File: src/sv/aoci_pkg.sv
`timescale 1ns / 1ps

package aoci_pkg;

   // Number of points on the wavelength grid.
   localparam int TABLE_POINTS = 57;

   // Field widths.
   localparam int WL_W = 16;
   localparam int RI_W = 15;
   localparam int EX_W = 18;

   // Index widths: a bin addresses TABLE_POINTS-1 intervals, a point addresses the grid.
   localparam int BIN_W = $clog2(TABLE_POINTS - 1);
   localparam int IDX_W = $clog2(TABLE_POINTS);

   // Datapath widths. The widest bin spans 382 tenths of a nanometre and the largest
   // step between neighbouring table entries is 5400.
   localparam int OFF_W       = 9;
   localparam int DIFF_W      = 16;
   localparam int PROD_W      = OFF_W + 1 + DIFF_W;
   localparam int MAG_W       = 22;
   localparam int RECIP_SHIFT = 30;
   localparam int RECIP_W     = 28;
   localparam int QUO_W       = 16;

   localparam logic [WL_W-1:0] GRID [TABLE_POINTS] = '{
      16'd3000, 16'd3100, 16'd3179, 16'd3263, 16'd3351, 16'd3444, 16'd3500, 16'd3542,
      16'd3647, 16'd3757, 16'd3875, 16'd4000, 16'd4133, 16'd4275, 16'd4428, 16'd4500,
      16'd4592, 16'd4769, 16'd4959, 16'd5000, 16'd5061, 16'd5166, 16'd5276, 16'd5391,
      16'd5500, 16'd5510, 16'd5636, 16'd5767, 16'd5904, 16'd6000, 16'd6048, 16'd6199,
      16'd6358, 16'd6500, 16'd6526, 16'd6702, 16'd6888, 16'd7000, 16'd7085, 16'd7293,
      16'd7500, 16'd7514, 16'd7749, 16'd7999, 16'd8250, 16'd8266, 16'd8500, 16'd8551,
      16'd8750, 16'd8856, 16'd9000, 16'd9184, 16'd9250, 16'd9500, 16'd9537, 16'd9919,
      16'd10000
   };

   localparam logic [RI_W-1:0] INDEX_TAB [TABLE_POINTS] = '{
      15'd2760,  15'd2940,  15'd3100,  15'd3260,  15'd3440,  15'd3640,  15'd3750,
      15'd3850,  15'd4070,  15'd4320,  15'd4600,  15'd4900,  15'd5230,  15'd5580,
      15'd5980,  15'd6180,  15'd6440,  15'd6950,  15'd7550,  15'd7690,  15'd7890,
      15'd8260,  15'd8670,  15'd9120,  15'd9580,  15'd9630,  15'd10200, 15'd10800,
      15'd11500, 15'd12000, 15'd12200, 15'd13000, 15'd13900, 15'd14700, 15'd14900,
      15'd16000, 15'd17400, 15'd18300, 15'd19100, 15'd21400, 15'd24000, 15'd24100,
      15'd26300, 15'd28000, 15'd27500, 15'd27400, 15'd26100, 15'd25800, 15'd23800,
      15'd22400, 15'd20600, 15'd18600, 15'd17700, 15'd14900, 15'd15800, 15'd13700,
      15'd13500
   };

   localparam logic signed [EX_W-1:0] EXT_TAB [TABLE_POINTS] = '{
      -18'sd36100, -18'sd37400, -18'sd38400, -18'sd39500, -18'sd40600, -18'sd41700,
      -18'sd42400, -18'sd43000, -18'sd44300, -18'sd45600, -18'sd47100, -18'sd48600,
      -18'sd50200, -18'sd52000, -18'sd53800, -18'sd54700, -18'sd55800, -18'sd58000,
      -18'sd60300, -18'sd60800, -18'sd61500, -18'sd62800, -18'sd64200, -18'sd65500,
      -18'sd66900, -18'sd67000, -18'sd68500, -18'sd70000, -18'sd71500, -18'sd72600,
      -18'sd73100, -18'sd74800, -18'sd76500, -18'sd77900, -18'sd78200, -18'sd80100,
      -18'sd82100, -18'sd83100, -18'sd83900, -18'sd85700, -18'sd86200, -18'sd86200,
      -18'sd86000, -18'sd84500, -18'sd83100, -18'sd83100, -18'sd82200, -18'sd82100,
      -18'sd81800, -18'sd82100, -18'sd83000, -18'sd84400, -18'sd84900, -18'sd88800,
      -18'sd89500, -18'sd94900, -18'sd95800
   };

   // Result of the bin search, handed to the interpolator.
   typedef struct packed {
      logic [WL_W-1:0]  wavelength;
      logic [BIN_W-1:0] bin;
      logic             below;
      logic             above;
   } bin_info_type;

endpackage

File: src/sv/aoci_req_if.sv
`timescale 1ns / 1ps

interface aoci_req_if;
   logic                           valid;
   logic                           ready;
   logic [aoci_pkg::WL_W-1:0]      wavelength;

   modport source (output valid, output wavelength, input ready);
   modport sink (input valid, input wavelength, output ready);
endinterface

File: src/sv/aoci_rsp_if.sv
`timescale 1ns / 1ps

interface aoci_rsp_if;
   logic                                valid;
   logic                                ready;
   logic [aoci_pkg::RI_W-1:0]           refractive_index;
   logic signed [aoci_pkg::EX_W-1:0]    extinction;

   modport source (output valid, output refractive_index, output extinction, input ready);
   modport sink (input valid, input refractive_index, input extinction, output ready);
endinterface

File: src/sv/aoci_bin_search.sv
`timescale 1ns / 1ps

module aoci_bin_search (
   input  logic                          clock,
   input  logic                          reset,
   input  logic                          in_valid,
   output logic                          in_ready,
   input  logic [aoci_pkg::WL_W-1:0]     in_wavelength,
   output logic                          out_valid,
   input  logic                          out_ready,
   output aoci_pkg::bin_info_type        out_info
);

   logic                                   v1_ff;
   logic                                   v2_ff;
   logic                                   load1;
   logic                                   load2;
   logic [aoci_pkg::TABLE_POINTS-1:0]      ge_in;
   logic [aoci_pkg::TABLE_POINTS-1:0]      ge_ff;
   logic [aoci_pkg::WL_W-1:0]              wl1_ff;
   aoci_pkg::bin_info_type                 info_in;
   aoci_pkg::bin_info_type                 info_ff;

   assign load2    = !v2_ff || out_ready;
   assign load1    = !v1_ff || load2;
   assign in_ready = load1;

   // Stage one: compare against every grid point at once.
   always_comb begin
      for (int i = 0; i < aoci_pkg::TABLE_POINTS; i++) begin
         ge_in[i] = in_wavelength >= aoci_pkg::GRID[i];
      end
   end

   // Stage two: the comparisons form a thermometer code; its single edge names the bin.
   always_comb begin
      info_in.wavelength = wl1_ff;
      info_in.below      = !ge_ff[0];
      info_in.above      = ge_ff[aoci_pkg::TABLE_POINTS-1];
      info_in.bin        = '0;
      for (int i = 0; i < aoci_pkg::TABLE_POINTS - 1; i++) begin
         info_in.bin = info_in.bin |
            ((ge_ff[i] && !ge_ff[i+1]) ? aoci_pkg::BIN_W'(i) : aoci_pkg::BIN_W'(0));
      end
   end

   always_ff @(posedge clock) begin
      if (reset) begin
         v1_ff <= 1'b0;
         v2_ff <= 1'b0;
      end else begin
         if (load1) v1_ff <= in_valid;
         if (load2) v2_ff <= v1_ff;
      end
   end

   always_ff @(posedge clock) begin
      if (load1) begin
         ge_ff  <= ge_in;
         wl1_ff <= in_wavelength;
      end
      if (load2) info_ff <= info_in;
   end

   assign out_valid = v2_ff;
   assign out_info  = info_ff;

`ifndef ASSERT_OFF
   a_bin_holds_wavelength: assert property (@(posedge clock) disable iff (reset)
      (v2_ff && !info_ff.below && !info_ff.above) |->
         (info_ff.wavelength >= aoci_pkg::GRID[aoci_pkg::IDX_W'(info_ff.bin)] &&
          info_ff.wavelength < aoci_pkg::GRID[aoci_pkg::IDX_W'(info_ff.bin) + 1'b1]))
      else $error("bin search chose a bin that does not hold the wavelength");
`endif

endmodule

File: src/sv/aoci_lerp.sv
`timescale 1ns / 1ps

module aoci_lerp (
   input  logic                                clock,
   input  logic                                reset,
   input  logic                                in_valid,
   output logic                                in_ready,
   input  aoci_pkg::bin_info_type              in_info,
   output logic                                out_valid,
   input  logic                                out_ready,
   output logic [aoci_pkg::RI_W-1:0]           out_refractive_index,
   output logic signed [aoci_pkg::EX_W-1:0]    out_extinction
);

   localparam int NB = aoci_pkg::TABLE_POINTS - 1;

   logic v3_ff, v4_ff, v5_ff, v6_ff;
   logic load3, load4, load5, load6;

   // Reciprocals of the bin widths, rounded up, so that a product and a shift
   // give the truncated quotient exactly for every operand this block can meet.
   logic [aoci_pkg::RECIP_W-1:0] recip_tab [NB];

   for (genvar g = 0; g < NB; g++) begin : g_recip
      localparam longint SPAN = longint'(aoci_pkg::GRID[g+1]) - longint'(aoci_pkg::GRID[g]);
      localparam longint RECIP = ((longint'(1) <<< aoci_pkg::RECIP_SHIFT) + SPAN - 1) / SPAN;
      assign recip_tab[g] = aoci_pkg::RECIP_W'(RECIP);
   end

   // Stage three: table lookup.
   logic [aoci_pkg::IDX_W-1:0]            pt_lo;
   logic [aoci_pkg::IDX_W-1:0]            pt_hi;
   logic [aoci_pkg::OFF_W-1:0]            off_in, off3_ff;
   logic [aoci_pkg::RECIP_W-1:0]          recip3_ff, recip4_ff;
   logic [aoci_pkg::RI_W-1:0]             ri_a0_in, ri_a0_3_ff, ri_a0_4_ff, ri_a0_5_ff;
   logic signed [aoci_pkg::EX_W-1:0]      ex_a0_in, ex_a0_3_ff, ex_a0_4_ff, ex_a0_5_ff;
   logic signed [aoci_pkg::DIFF_W-1:0]    ri_diff_in, ri_diff3_ff;
   logic signed [aoci_pkg::DIFF_W-1:0]    ex_diff_in, ex_diff3_ff;

   always_comb begin
      pt_lo = aoci_pkg::IDX_W'(in_info.bin);
      pt_hi = pt_lo + 1'b1;
      off_in = aoci_pkg::OFF_W'(in_info.wavelength - aoci_pkg::GRID[pt_lo]);
      if (in_info.below || in_info.above) off_in = '0;
      ri_diff_in = aoci_pkg::DIFF_W'($signed({1'b0, aoci_pkg::INDEX_TAB[pt_hi]}) -
                                     $signed({1'b0, aoci_pkg::INDEX_TAB[pt_lo]}));
      ex_diff_in = aoci_pkg::DIFF_W'(aoci_pkg::EXT_TAB[pt_hi] - aoci_pkg::EXT_TAB[pt_lo]);
      if (in_info.above) begin
         ri_a0_in = aoci_pkg::INDEX_TAB[aoci_pkg::TABLE_POINTS-1];
         ex_a0_in = aoci_pkg::EXT_TAB[aoci_pkg::TABLE_POINTS-1];
      end else begin
         ri_a0_in = aoci_pkg::INDEX_TAB[pt_lo];
         ex_a0_in = aoci_pkg::EXT_TAB[pt_lo];
      end
   end

   // Stage four: offset times step, split into sign and magnitude.
   logic signed [aoci_pkg::PROD_W-1:0]    ri_prod, ex_prod;
   logic [aoci_pkg::MAG_W-1:0]            ri_mag_in, ex_mag_in, ri_mag4_ff, ex_mag4_ff;
   logic                                  ri_neg4_ff, ex_neg4_ff, ri_neg5_ff, ex_neg5_ff;

   always_comb begin
      ri_prod   = $signed({1'b0, off3_ff}) * ri_diff3_ff;
      ex_prod   = $signed({1'b0, off3_ff}) * ex_diff3_ff;
      ri_mag_in = aoci_pkg::MAG_W'(ri_prod[aoci_pkg::PROD_W-1] ? -ri_prod : ri_prod);
      ex_mag_in = aoci_pkg::MAG_W'(ex_prod[aoci_pkg::PROD_W-1] ? -ex_prod : ex_prod);
   end

   // Stage five: divide the magnitude by the bin width through its reciprocal.
   logic [aoci_pkg::MAG_W+aoci_pkg::RECIP_W-1:0] ri_full, ex_full;
   logic [aoci_pkg::QUO_W-1:0]                   ri_q_in, ex_q_in, ri_q5_ff, ex_q5_ff;

   always_comb begin
      ri_full = ri_mag4_ff * recip4_ff;
      ex_full = ex_mag4_ff * recip4_ff;
      ri_q_in = aoci_pkg::QUO_W'(ri_full >> aoci_pkg::RECIP_SHIFT);
      ex_q_in = aoci_pkg::QUO_W'(ex_full >> aoci_pkg::RECIP_SHIFT);
   end

   // Stage six: restore the sign and add the lower bin end.
   logic [aoci_pkg::RI_W-1:0]             ri_in, ri6_ff;
   logic signed [aoci_pkg::EX_W-1:0]      ex_in, ex6_ff;

   always_comb begin
      ri_in = aoci_pkg::RI_W'(int'(ri_a0_5_ff) +
                              (ri_neg5_ff ? -int'(ri_q5_ff) : int'(ri_q5_ff)));
      ex_in = aoci_pkg::EX_W'(int'(ex_a0_5_ff) +
                              (ex_neg5_ff ? -int'(ex_q5_ff) : int'(ex_q5_ff)));
   end

   assign load6    = !v6_ff || out_ready;
   assign load5    = !v5_ff || load6;
   assign load4    = !v4_ff || load5;
   assign load3    = !v3_ff || load4;
   assign in_ready = load3;

   always_ff @(posedge clock) begin
      if (reset) begin
         v3_ff <= 1'b0;
         v4_ff <= 1'b0;
         v5_ff <= 1'b0;
         v6_ff <= 1'b0;
      end else begin
         if (load3) v3_ff <= in_valid;
         if (load4) v4_ff <= v3_ff;
         if (load5) v5_ff <= v4_ff;
         if (load6) v6_ff <= v5_ff;
      end
   end

   always_ff @(posedge clock) begin
      if (load3) begin
         off3_ff     <= off_in;
         recip3_ff   <= recip_tab[in_info.bin];
         ri_a0_3_ff  <= ri_a0_in;
         ex_a0_3_ff  <= ex_a0_in;
         ri_diff3_ff <= ri_diff_in;
         ex_diff3_ff <= ex_diff_in;
      end
      if (load4) begin
         ri_mag4_ff <= ri_mag_in;
         ex_mag4_ff <= ex_mag_in;
         ri_neg4_ff <= ri_prod[aoci_pkg::PROD_W-1];
         ex_neg4_ff <= ex_prod[aoci_pkg::PROD_W-1];
         recip4_ff  <= recip3_ff;
         ri_a0_4_ff <= ri_a0_3_ff;
         ex_a0_4_ff <= ex_a0_3_ff;
      end
      if (load5) begin
         ri_q5_ff   <= ri_q_in;
         ex_q5_ff   <= ex_q_in;
         ri_neg5_ff <= ri_neg4_ff;
         ex_neg5_ff <= ex_neg4_ff;
         ri_a0_5_ff <= ri_a0_4_ff;
         ex_a0_5_ff <= ex_a0_4_ff;
      end
      if (load6) begin
         ri6_ff <= ri_in;
         ex6_ff <= ex_in;
      end
   end

   assign out_valid            = v6_ff;
   assign out_refractive_index = ri6_ff;
   assign out_extinction       = ex6_ff;

`ifndef ASSERT_OFF
   a_item_advances: assert property (@(posedge clock) disable iff (reset)
      (v3_ff && load4) |=> v4_ff)
      else $error("a transaction leaving the lookup stage was lost");

   a_result_in_range: assert property (@(posedge clock) disable iff (reset)
      v6_ff |-> (ri6_ff <= 15'd28000 && ex6_ff >= -18'sd95800 && ex6_ff <= -18'sd36100))
      else $error("interpolated result outside the table range");
`endif

endmodule

File: src/sv/aluminium_optical_constant_interp_unit.sv
`timescale 1ns / 1ps

// Aluminium optical constants by piecewise linear interpolation.
//
// The request channel (req_if) carries one wavelength per transaction, in tenths of a
// nanometre. The response channel (rsp_if) returns, for each request and in order, the
// refractive index and the extinction coefficient (negative convention), both scaled by
// 10000. The 57-point grid runs from 300.0 nm to 1000.0 nm; wavelengths below it give
// the first table entries and wavelengths at or above its top give the last ones.
//
// The datapath is six register stages: two for the bin search (compare against every
// grid point, then encode the thermometer edge), then lookup, offset-times-step
// multiply, reciprocal multiply and final add. One transaction is accepted every
// cycle while the response side keeps up.
//
// Each stage holds its item when the stage after it is full and stalled, so a stall on
// the response side fills the empty stages first and only then drops req_if.ready.
// Nothing is lost or repeated. Synchronous reset empties the pipeline; there is no
// other state to clear and no start-up sweep.

module aluminium_optical_constant_interp_unit (
   input  logic        clock,
   input  logic        reset,
   aoci_req_if.sink    req_if,
   aoci_rsp_if.source  rsp_if
);

   aoci_pkg::bin_info_type  bin_info;
   logic                    bin_valid;
   logic                    bin_ready;

   // Bin search across the whole grid.
   aoci_bin_search u_bin_search (
      .clock         (clock),
      .reset         (reset),
      .in_valid      (req_if.valid),
      .in_ready      (req_if.ready),
      .in_wavelength (req_if.wavelength),
      .out_valid     (bin_valid),
      .out_ready     (bin_ready),
      .out_info      (bin_info)
   );

   // Interpolation of both tables within the chosen bin.
   aoci_lerp u_lerp (
      .clock                (clock),
      .reset                (reset),
      .in_valid             (bin_valid),
      .in_ready             (bin_ready),
      .in_info              (bin_info),
      .out_valid            (rsp_if.valid),
      .out_ready            (rsp_if.ready),
      .out_refractive_index (rsp_if.refractive_index),
      .out_extinction       (rsp_if.extinction)
   );

`ifndef ASSERT_OFF
   a_ready_when_output_empty: assert property (@(posedge clock) disable iff (reset)
      !rsp_if.valid |-> req_if.ready)
      else $error("request side blocked although the response register is empty");
`endif

endmodule

File: src/flat_wrapper.sv
// flat-port wrapper written by rule: the top's interface ports become plain ports
module aluminium_optical_constant_interp_unit_flat 
  (clock, reset, req_if_valid, req_if_wavelength, req_if_ready, rsp_if_valid, rsp_if_refractive_index, rsp_if_extinction, rsp_if_ready);
  aoci_req_if req_if_i ();
  aoci_rsp_if rsp_if_i ();
  input  logic clock;
  input  logic reset;
  input wire logic [$bits(req_if_i.valid)-1:0] req_if_valid;
  input wire logic [$bits(req_if_i.wavelength)-1:0] req_if_wavelength;
  output wire logic [$bits(req_if_i.ready)-1:0] req_if_ready;
  output wire logic [$bits(rsp_if_i.valid)-1:0] rsp_if_valid;
  output wire logic [$bits(rsp_if_i.refractive_index)-1:0] rsp_if_refractive_index;
  output wire logic [$bits(rsp_if_i.extinction)-1:0] rsp_if_extinction;
  input wire logic [$bits(rsp_if_i.ready)-1:0] rsp_if_ready;
  assign req_if_i.valid = req_if_valid;
  assign req_if_i.wavelength = req_if_wavelength;
  assign req_if_ready = req_if_i.ready;
  assign rsp_if_valid = rsp_if_i.valid;
  assign rsp_if_refractive_index = rsp_if_i.refractive_index;
  assign rsp_if_extinction = rsp_if_i.extinction;
  assign rsp_if_i.ready = rsp_if_ready;
  aluminium_optical_constant_interp_unit u_core (.clock(clock), .reset(reset), .req_if(req_if_i), .rsp_if(rsp_if_i));
endmodule
File: config.mk
export PLATFORM = sky130hd
export DESIGN_NAME = aluminium_optical_constant_interp_unit_flat
export DESIGN_NICKNAME = d
export VERILOG_FILES = /design/src/sv/aoci_pkg.sv /design/src/sv/aoci_req_if.sv /design/src/sv/aoci_rsp_if.sv /design/src/sv/aoci_bin_search.sv /design/src/sv/aoci_lerp.sv /design/src/sv/aluminium_optical_constant_interp_unit.sv /design/src/flat_wrapper.sv
export SDC_FILE = /design/constraint.sdc
export NUM_CORES = 2
export LEC_CHECK = 0
export ABC_AREA = 1
export CAP_MARGIN = 20
export CORE_ASPECT_RATIO = 2
export CORE_MARGIN = 5
export CORE_UTILIZATION = 30
export DETAILED_ROUTE_END_ITERATION = 7
export DONT_BUFFER_PORTS = 1
export PLACE_DENSITY = 0.57
export SLEW_MARGIN = 10
export SYNTH_ARGS = -nofsm -noshare
export SYNTH_HDL_FRONTEND = slang
export SYNTH_SLANG_ARGS = --single-unit
export TNS_END_PERCENT = 100
File: constraint.sdc
create_clock -name clock -period 12.3 [get_ports clock]
set_input_delay 2.46 -clock clock [delete_from_list [all_inputs] [get_ports clock]]
set_output_delay 2.46 -clock clock [all_outputs]
set_load 0.01 [all_outputs]
=== After elaboration in Yosys (flattened, before gate mapping) ===
Memories as Yosys holds them, arrays and structs flattened. A register that Yosys moved wholly into a read port is not among the register bits.
Index checks and enable logic that the tools add are counted.

* Add/subtract/negate cells: 10
* Multipliers: 4
* Order comparisons: 59
* Multiplexer cells: 69
* Bitwise gates (word level): 56
* Reductions and logical operators: 124

{| class="wikitable"
|+ Operator list
! operator !! number
|-
| >= comparator 16 x 13 -> 1 bit, second input constant || 32
|-
| >= comparator 16 x 14 -> 1 bit, second input constant || 13
|-
| >= comparator 16 x 12 -> 1 bit, second input constant || 12
|-
| two-way mux 6 bit || 24
|-
| bitwise OR 6 bit || 23
|-
| two-way mux 5 bit || 16
|-
| two-way mux 15 bit || 5
|-
| bitwise OR 5 bit || 15
|-
| zero test 1 bit || 62
|-
| logical AND 1 bit || 55
|-
| two-way mux 18 bit || 3
|-
| multiplier 10 x 16 -> 26 bit || 2
|-
| multiplier 22 x 28 -> 46 bit || 1
|-
| multiplier 22 x 28 -> 45 bit || 1
|-
| two-way mux 22 bit || 2
|-
| negator 22 bit || 2
|-
| two-way mux 16 bit || 2
|-
| two-way mux 4 bit || 8
|-
| bitwise OR 4 bit || 7
|-
| adder 18 bit || 1
|-
| two-way mux 9 bit || 2
|-
| negator 16 -> 18 bit || 1
|-
| subtractor 15 x 15 -> 16 bit || 1
|-
| subtractor 16 bit || 1
|-
| other kinds (17) || 31
|}

* Register bits: 369
* Bits in read-only memories: 7040
* Input port bits: 20
* Output and inout port bits: 35
* Logic and storage cells: 360
* Memories kept: 6

{| class="wikitable"
|+ Memories
! memory !! words !! bits a word !! rd ports !! clocked after Yosys merged registers in !! wr ports !! RTL line !! RTL
|-
| (no name shown) || 64 || 28 || 1 || 1 || 0 || aoci_lerp.sv:114 || <nowiki>recip3_ff <= recip_tab[in_info.bin];</nowiki>
|-
| (no name shown) || 64 || 18 || 1 || 0 || 0 || aoci_lerp.sv:53 || <nowiki>ex_a0_in = aoci_pkg::EXT_TAB[pt_lo];</nowiki>
|-
| (no name shown) || 64 || 18 || 1 || 0 || 0 || aoci_lerp.sv:47 || <nowiki>ex_diff_in = aoci_pkg::DIFF_W'(aoci_pkg::EXT_TAB[pt_hi] - aoci_pkg::EXT_TAB[pt_lo]);</nowiki>
|-
| (no name shown) || 64 || 16 || 1 || 0 || 0 || aoci_lerp.sv:43 || <nowiki>off_in = aoci_pkg::OFF_W'(in_info.wavelength - aoci_pkg::GRID[pt_lo]);</nowiki>
|-
| (no name shown) || 64 || 15 || 1 || 0 || 0 || aoci_lerp.sv:52 || <nowiki>ri_a0_in = aoci_pkg::INDEX_TAB[pt_lo];</nowiki>
|-
| (no name shown) || 64 || 15 || 1 || 0 || 0 || aoci_lerp.sv:45 || <nowiki>ri_diff_in = aoci_pkg::DIFF_W'($signed({1'b0, aoci_pkg::INDEX_TAB[pt_hi]}) -</nowiki>
|}

=== Longest topological paths before layout ===
* Depth after elaboration: 57
* Gate-level depth with buffers: 30
* Mapped depth without buffers: 28

=== Modules after synthesis ===
From an unflattened synthesis, not the netlist that was laid out.

* Cell total of the unflattened synthesis: 9291
* Area total of the unflattened synthesis: 71855.2 µm²

{| class="wikitable"
|+ By module, submodules not included
! module !! instances !! cells each !! area each (µm²) !! seq. area each (µm²)
|-
| aoci_lerp || 1 || 8644 || 66602.6 || 8728.4
|-
| aoci_bin_search || 1 || 647 || 5252.5 || 2952.8
|}

=== Worst setup path after synthesis ===
Ideal clock, no wire load.

* Path type: input to output
* From: in rsp_if_ready
* To: out req_if_ready
* Arrival: 10.426 ns
* Data required time: 9.840 ns
* Path slack: -0.586 ns
* Cell stages on the path: 10
* Buffers on the path: 0
* Cells stage by stage: nor2_1 inv_1 nor2_1 inv_1 nor2_1 inv_1 nor2_1 inv_1 nor2_1 nand2_1

* Cells in the longest elaborated chain, start to end: 6

{| class="wikitable"
|+ RTL lines
! element !! RTL line !! RTL
|-
| start, declared || flat_wrapper.sv:14 || <nowiki>input wire logic [$bits(rsp_if_i.ready)-1:0] rsp_if_ready;</nowiki>
|-
| logical OR 1 bit || aoci_lerp.sv:91 || <nowiki>assign load6 = !v6_ff || out_ready;</nowiki>
|-
| net u_core.u_lerp.load6 || aoci_lerp.sv:18 || <nowiki>logic load3, load4, load5, load6;</nowiki>
|-
| logical OR 1 bit || aoci_lerp.sv:92 || <nowiki>assign load5 = !v5_ff || load6;</nowiki>
|-
| net u_core.u_lerp.load5 || aoci_lerp.sv:18 ||
|-
| logical OR 1 bit || aoci_lerp.sv:93 || <nowiki>assign load4 = !v4_ff || load5;</nowiki>
|-
| net u_core.u_lerp.load4 || aoci_lerp.sv:18 ||
|-
| logical OR 1 bit || aoci_lerp.sv:94 || <nowiki>assign load3 = !v3_ff || load4;</nowiki>
|-
| net u_core.bin_ready || aluminium_optical_constant_interp_unit.sv:30 || <nowiki>logic bin_ready;</nowiki>
|-
| logical OR 1 bit || aoci_bin_search.sv:24 || <nowiki>assign load2 = !v2_ff || out_ready;</nowiki>
|-
| logical OR 1 bit || aoci_bin_search.sv:25 || <nowiki>assign load1 = !v1_ff || load2;</nowiki>
|-
| end, declared || flat_wrapper.sv:10 || <nowiki>output wire logic [$bits(req_if_i.ready)-1:0] req_if_ready;</nowiki>
|}

The timed path passes the listed nets, and every way through them passes these cells.

=== Worst setup path in the final report ===
Ends and elaborated chain as after synthesis.

==> impl_metrics.json <==
{
  "rsz0062_at_grt": "no",
  "status": "finished clean",
  "antenna_found_initial": 1,
  "cts_tree": "built",
  "clk_latency_ns": 0.63,
  "fp.dieH_um": 696,
  "die-area_um2": 246000,
  "drive_above_1_share_pct": 2.92,
  "ff_latch_area_um2": 11300,
  "wl_um": 258000,
  "regToRegEndpoint": "u_core.u_lerp.ri_q5_ff[10]",
  "grt_use_total_pct": 21.0,
  "slowest_stage": "buf_4",
  "rr_worst_depth": 24,
  "crit_buf_inv": 6,
  "vias_per_cell": 4.93,
  "drt_first_pass_iters": 6,
  "area.growth.synth_to_final_pct": 6.61,
  "crit_path_cell_trace": "nor2_1 -> inv_2 -> buf_4 -> nor2_1 -> clkinv_2 -> buf_4 -> nor2_1 -> clkinvlp_4 -> nor2_1 -> inv_4 -> nor2_1 -> nand2_4",
  "fin_skew_ns": 0.0320,
  "cp-end-kind": "primary output",
  "syn_nets": 10700,
  "worst_ep_required_time_ns": 9.84,
  "fin_crit_sh_pct": 63.8,
  "syn_inst": 9006,
  "min_to": "u_core.u_lerp.recip4_ff[5]",
  "core_um2": 234000,
  "min_period_ns": 7.85,
  "multi_input_area_um2": 48400,
  "drc": 0,
  "synth_edf_count": 371,
  "num_vias": 58400,
  "r2r_setup_slack_ns": 4.88,
  "syn-cell-area_um2": 70600,
  "die_w_um": 353,
  "cts_resized": 0,
  "portBuffers": 0,
  "fill_cells": 24500,
  "max_stage_delay_ns": 0.68,
  "fin_nets": 10500,
  "cpLargestDelayFamily": "buffers and inverters",
  "ys_types": 65,
  "cts_setup_buffers": 0,
  "synthArstFlopShare_pct": 0,
  "hold_viol": 0,
  "grt_pass1_vias": 64500,
  "path_common_cell": "nor2_1",
  "cts_buffer_depth": 3,
  "critical_path_class": "input port to primary output",
  "wl_per_cell_um": 21.8,
  "dp.final_hpwl_um": 201000,
  "cp.arrival_ns": 5.39,
  "grt_overflow_total": 0,
  "h-tree-depth": 2,
  "io_pins": 55,
  "clock_sinks": 377,
  "synth_flop_cell": "edfxtp_1",
  "r2r_start": "u_core.u_lerp.recip4_ff[22]",
  "holdPathStages": 0,
  "min_from": "u_core.u_lerp.recip3_ff[5]",
  "slew_violations": 0,
  "yosys_warnings": 0,
  "synth_seq_cells": 377,
  "initial_core_util_pct": 30.2,
  "place_area_um2": 73800,
  "cts-hold-fix-buffers": 0,
  "cts.clk_slew.worst_paths_ns": 0.07,
  "gp_congestion": 1.04,
  "drtIter0Drc": 3650,
  "utilization_pct": 32.2,
  "root_buffer": "clkbuf_16",
  "final_area_um2": 75200,
  "cap_violations": 0,
  "max_freq_mhz": 127,
  "setup_tns_ns": 0,
  "fp-row-count": 251,
  "hold_class": "flip-flop to flip-flop",
  "slew_headroom_pct": 15.7,
  "ys_seq_area_share_pct": 16.0,
  "tightest_slew_ns": 1.26,
  "worstPathMaxFanout": 64,
  "cp-start-kind": "input port",
  "final_antenna_net_count": 0,
  "grt_pass1_wl_um": 390000,
  "numCtsBuffers": 38,
  "setup_viol": 0,
  "grt_max_degree": 65,
  "syn_avg_cell_area_um2": 7.83
}
## worst max-delay path by stage
stage                            start           end  depth (start not counted)
after floorplan           rsp_if_ready  req_if_ready                         10
after global placement    rsp_if_ready  req_if_ready                         12
after detailed placement  rsp_if_ready  req_if_ready                         12
after CTS                 rsp_if_ready  req_if_ready                         12
after global routing      rsp_if_ready  req_if_ready                         12
final                     rsp_if_ready  req_if_ready                         12
## worst register-to-register path, stage by stage, from the launching register on
cell and delay, ns:
edfxtp_1 0.93, buf_4 0.51, nand2_1 0.15, fa_1 0.53, inv_1 0.06, fa_1 0.48
inv_1 0.06, fa_1 0.51, fa_1 0.46, fa_1 0.56, inv_1 0.07, fa_1 0.53
inv_1 0.06, fa_1 0.57, inv_1 0.06, ha_1 0.36, nand2_1 0.10, nor2_1 0.29
inv_1 0.11, nor3_1 0.26, nand4_1 0.14, nand3_1 0.15, nand3_1 0.09, nand2_1 0.09
xor2_1 0.07
## cells by family after synthesis
| kind of cell | synth area share, % |
|---|---|
| AND/OR/NAND/NOR | 16.7 |
| buffers and inverters | 15.5 |
| adder cells (fa/ha/maj) | 42.2 |
| XOR/XNOR | 2.35 |
| AO/OA/AOI/OAI | 7.34 |
| flip-flops | 16.0 |
## placed cells by master, fill, tap and decap left out, types with 23 or more instances in the layout
cell type / count
o211ai_1: 34
buf_4: 132
nand3_1: 172
a21oi_1: 307
xor2_1: 116
ha_1: 554
inv_1: 2477
xnor2_1: 55
clkbuf_16: 39
o21ai_0: 319
nand2_1: 2183
nand4_1: 56
edfxtp_1: 371
nor2_1: 435
fa_1: 1140
o221ai_1: 23
nor3_1: 59
a31oi_1: 35
## metrics by stage
step | setup WS (ns) | hold slack, ns | std cells
4_1_cts | 4.26 | 0.400 | 11800
3_3_place_gp | 4.25 | 0.402 | 11800
2_1_floorplan | 0.220 | 0.400 | 9006
5_1_grt | 4.14 | 0.408 | 11800
3_5_place_dp | 4.25 | 0.405 | 11800
6_report | 4.45 | 0.405 | 11900
## registers in the layout, summed over array words and instances, names as in the netlist, 15 cells and up
signal	cells
u_core.u_bin_search.out_info	17
u_core.u_lerp.ri_q5_ff	15
u_core.u_bin_search.ge_ff	57
u_core.u_lerp.ri_diff3_ff	15
u_core.u_lerp.out_refractive_index	15
u_core.u_lerp.ex_q5_ff	16
u_core.u_lerp.ri_mag4_ff	21
u_core.u_lerp.ex_a0_3_ff	15
u_core.u_lerp.out_extinction	18
u_core.u_lerp.recip4_ff	27
u_core.u_lerp.ex_a0_5_ff	15
u_core.u_lerp.ex_a0_4_ff	15
u_core.u_lerp.recip3_ff	27
u_core.u_lerp.ex_mag4_ff	20
## area by class of cell
cell class / count / share of cell area (%)
Antenna cell: 2 / 0.00665
Inverter: 2498 / 12.5
Clock buffer: 42 / 1.33
Clock inverter: 27 / 0.474
Sequential cell: 377 / 15.0
Multi-Input combinational cell: 5733 / 64.4
Tap cell: 3036 / 5.05
Timing Repair Buffer: 135 / 1.35
## Yosys cell counts, types with 11 or more instances
master     count  area share [%]
buf_2         20            0.14
clkbuf_1     345             1.8
nand2_1     2184              12
edfxtp_1     371              16
a31oi_1       35            0.31
nand3_1      172             1.2
a21oi_1      307             2.2
a221oi_1      13            0.16
nor2_1       439             2.3
o2111ai_1     14            0.17
o311ai_0      11            0.14
inv_1       2481              13
ha_1         554             9.8
fa_1        1140              32
o31ai_1       17            0.18
o22ai_1       21            0.19
xor2_1       116             1.4
nor3_1        60            0.43
xnor2_1       55            0.68
o21ai_0      321             2.3
nand4_1       56            0.50
nor4_1        12            0.11
o211ai_1      34            0.36
o21bai_1      11            0.12
buf_1         25            0.13
o221ai_1      23            0.29
a211oi_1      14            0.15
## metal layers
layer  global-route usage [%]  up-vias  wire, µm
li1                         -    26300         -
met1                     19.4    29200     80200
met2                     41.9     2000    143000
met3                     2.48      919     11400
met4                     15.5        0     23800
met5                        0        -         0
Power is left out: the tool's default activity adds up to more than one toggle a clock period on the data nets, which glitch-free logic cannot reach.
